<file path="config.mk">
export PLATFORM = sky130hd
export DESIGN_NAME = petb_ram
export DESIGN_NICKNAME = d
export VERILOG_FILES = /design/src/sv/petb_ram.sv
export SDC_FILE = /design/constraint.sdc
export NUM_CORES = 2
export LEC_CHECK = 0
export BUFFER_PORTS_ARGS = -buffer_cell sky130_fd_sc_hd__buf_4
export CAP_MARGIN = 30
export CORE_ASPECT_RATIO = 1.1
export CORE_MARGIN = 4
export CORE_UTILIZATION = 35
export CTS_BUF_LIST = sky130_fd_sc_hd__clkbuf_16
export DETAILED_ROUTE_END_ITERATION = 6
export SLEW_MARGIN = 15
export SYNTH_ARGS = -nofsm -noshare
export SYNTH_HDL_FRONTEND = slang
export SYNTH_SLANG_ARGS = --single-unit
</file>
<file path="constraint.sdc">
create_clock -name clk_i -period 7.9 [get_ports clk_i]
set_input_delay 1.58 -clock clk_i [delete_from_list [all_inputs] [get_ports clk_i]]
set_output_delay 1.58 -clock clk_i [all_outputs]
set_load 0.005 [all_outputs]
</file>
<file path="src/sv/petb_ram.sv">
module petb_ram #(
  parameter int unsigned Width = 8,
  parameter int unsigned Depth = 256
) (
  input  logic                     clk_i,
  input  logic                     we_i,
  input  logic [$clog2(Depth)-1:0] waddr_i,
  input  logic [Width-1:0]         wdata_i,
  input  logic                     re_i,
  input  logic [$clog2(Depth)-1:0] raddr_i,
  output logic [Width-1:0]         rdata_o
);

  logic [Width-1:0] mem_q [Depth];
  logic [Width-1:0] rdata_q;

  // read returns the old word on a same-address write
  always_ff @(posedge clk_i) begin
    if (we_i) begin
      mem_q[waddr_i] <= wdata_i;
    end
    if (re_i) begin
      rdata_q <= mem_q[raddr_i];
    end
  end

  assign rdata_o = rdata_q;

endmodule

</file>
==> metrics <==
clk root buf clkbuf_16; CP Launch Type input pin; Crit. End Element flip-flop; die width 463 um; M1 WL 82.9 mm; Post-Syn Nets 3,760; Critical Path Fanout Max 53; WL met2 100 mm; wire per inst 29.4 um; WL met3 14.9 mm; vias per cell 5.56; DR pass1 iterations 5; post-synthesis instance total 3,733; Nets 3,878; final hold slack 1.09 ns; row cnt 183; number of routed nets with antenna violations 0; worst skew pair latency 0.85 ns; post-synthesis cell type count 54; synthesized area 79,600 sq um; RSZ-0062 raised after global routing no; Gate power share 4.8%; largest area contributor in the netlist edfxtp_1; Worst-Margin Slew 1.21 ns; gpl congestion 0.864; largest net degree at the start of global routing 159; run status finished clean; via count 38,900; LEAKAGE 0.0274 uW; leading cell type in the layout, fill and taps excluded edfxtp_1; Initial Util 35.2%; EDFF count, synth 2,056; dpl cells 6,593; CTS tree done; TritonCTS Buffers 204; Non-Filler Instances 6,993; Setup Buffers After CTS 0; most frequent cells in the layout edfxtp_1, mux4_2, nor2_1; peak supply drop 214 uV; final period utilization 62.5%; Crit path arrival time 5.51 ns; #FFs+latches synth 2,056; HPWL Detailed 126 mm; GR Overflow Total 0; Max Cap Viol 0; Async SR Flop Fraction 0%; clk_skew 0.0680 ns; NetSw 4850 uW; Int Power 17,700 uW; global-route wire length before repair 293 mm; Synth top area share 77.5%; Syn. warnings 0; post-route setup TNS 0 ns; DRC errors left 0; achievable frequency 203 MHz; final WL 205 mm; vias in the first global route 38,800; CTS Hold Bufs 0; Worst Hold Class input pin to flip-flop; Synth area leaders edfxtp_1, mux4_2, mux2i_1; share of layout cells above drive strength 1 22.6%; area grow syn2layout 12.8%; Final setup viols 0; CTS Sinks 2,056; kind of critical path input pin to flip-flop; Sw Ratio 21.5%; Initial DRC Count 4,444; Core ar. 226,000 sq um; sequential share of the synthesized area 77.5%; Power Dens Cells 251 nW/um^2; die area 235,000 sq um; # resized after CTS 0; Layout fillers 19,800; initial antenna violation count 12; num ports 35; Max-slew headroom 19.3%; GRT Total Usage 17.2%; Clk pwr share 41.7%; register share of total power 53.5%; Die H 508 um; clk slew on worst S/H paths 0.06 ns; Slew Viols, Final 0; Hold Violations, Final 0; min Tclk post-route 4.94 ns; uppermost layer routed met4; Port Buffers 34; prevailing post-synth register cell edfxtp_1; Worst EP required 8.48 ns; CTS Buffer Depth 3; synthesized area per cell 21.3 sq um; area of the multi-input gates 16,500 sq um; sequential cell area 61,700 sq um; H-tree Lvls 4
[kinds of logic (layout without fill, tap and decap cells)]
group | Yosys count | after routing | share of synthesized area (%)
muxes | 591 | 591 | 14.6
DFF | 2056 | 2056 | 77.5
and+or+nand+nor | 466 | 466 | 2.63
buffers and inverters | 235 | 528 | 1.83
other | 0 | 7 | 0
AOI/OAI and AO/OA | 385 | 385 | 3.42
[registers in the layout, summed over array words and instances (netlist names)]
name,cells
mem_q,2048
rdata_o,8
[power groups by stage]
stage                     Clock [uW]  Sequential [uW]  Combinational [uW]
after CTS                       9540            12100                1090
after floorplan                    0            12300                 584
final                           9400            12000                1080
after global placement             0            12300                1080
after detailed placement           0            12300                1090
after global routing           10000            12000                1140
[synth_stat cells (all sizes together) (12+ instances only)]
cell type  number
nor2          282
a21oi          96
nor4           27
nand3          34
mux4          456
a221oi         14
clkbuf        111
buf           122
nor3           22
nand2          33
a211oi         16
nor2b          31
o22ai          28
o221ai         47
a22oi         133
edfxtp       2056
mux2i         134
o21ai          12
[per-stage QoR]
step / total power, uW / cell area [sq um] / setup WS (ns) / utilization [%]
finish: 22500 / 89800 / 2.96 / 39.7
CTS: 22700 / 89700 / 3.10 / 39.6
global placement: 13400 / 83000 / 2.03 / 36.7
detailed placement: 13400 / 83200 / 2.19 / 36.8
global route: 23200 / 89800 / 2.91 / 39.7
floorplan: 12900 / 79600 / 4.24 / -
[worst max-delay path: stages]
cell,delay (ns)
buf_8,0.51
buf_12,0.38
buf_4,0.31
mux4_2,0.56
o211ai_1,0.34
nand3_1,0.30
nor4_1,1.08
buf_4,0.26
nor4_2,0.04
[final timing paths]
| kind | startpoint | to | slack, ns | cells past startpoint |
|---|---|---|---|---|
| setup / recovery | raddr_i[0] | rdata_o[2] | 2.96 | 9 |
| hold / removal | re_i | rdata_o[6] | 1.09 | 1 |
| setup reg to reg | mem_q[50][2] | rdata_o[2] | 4.76 | 6 |
| hold reg to reg | mem_q[33][5] | rdata_o[5] | 1.19 | 7 |
[area by class of cell]
type	count	share of cell area (%)
Antenna cell	7	0.0195
Clock buffer	208	5.79
Clock inverter	173	1.45
Inverter	2	0.00836
Multi-Input combinational cell	1442	18.4
Sequential cell	2056	68.7
Tap cell	2960	4.12
Timing Repair Buffer	145	1.50
[layer usage]
metal  track usage [%]  vias to the layer above
met2              28.0                     1616
met4              6.04                        0
met3              3.05                      332
li1                  -                    16000
met5                 0                        -
met1              23.4                    21000
No activity file was read; power rests on OpenSTA's default activity.
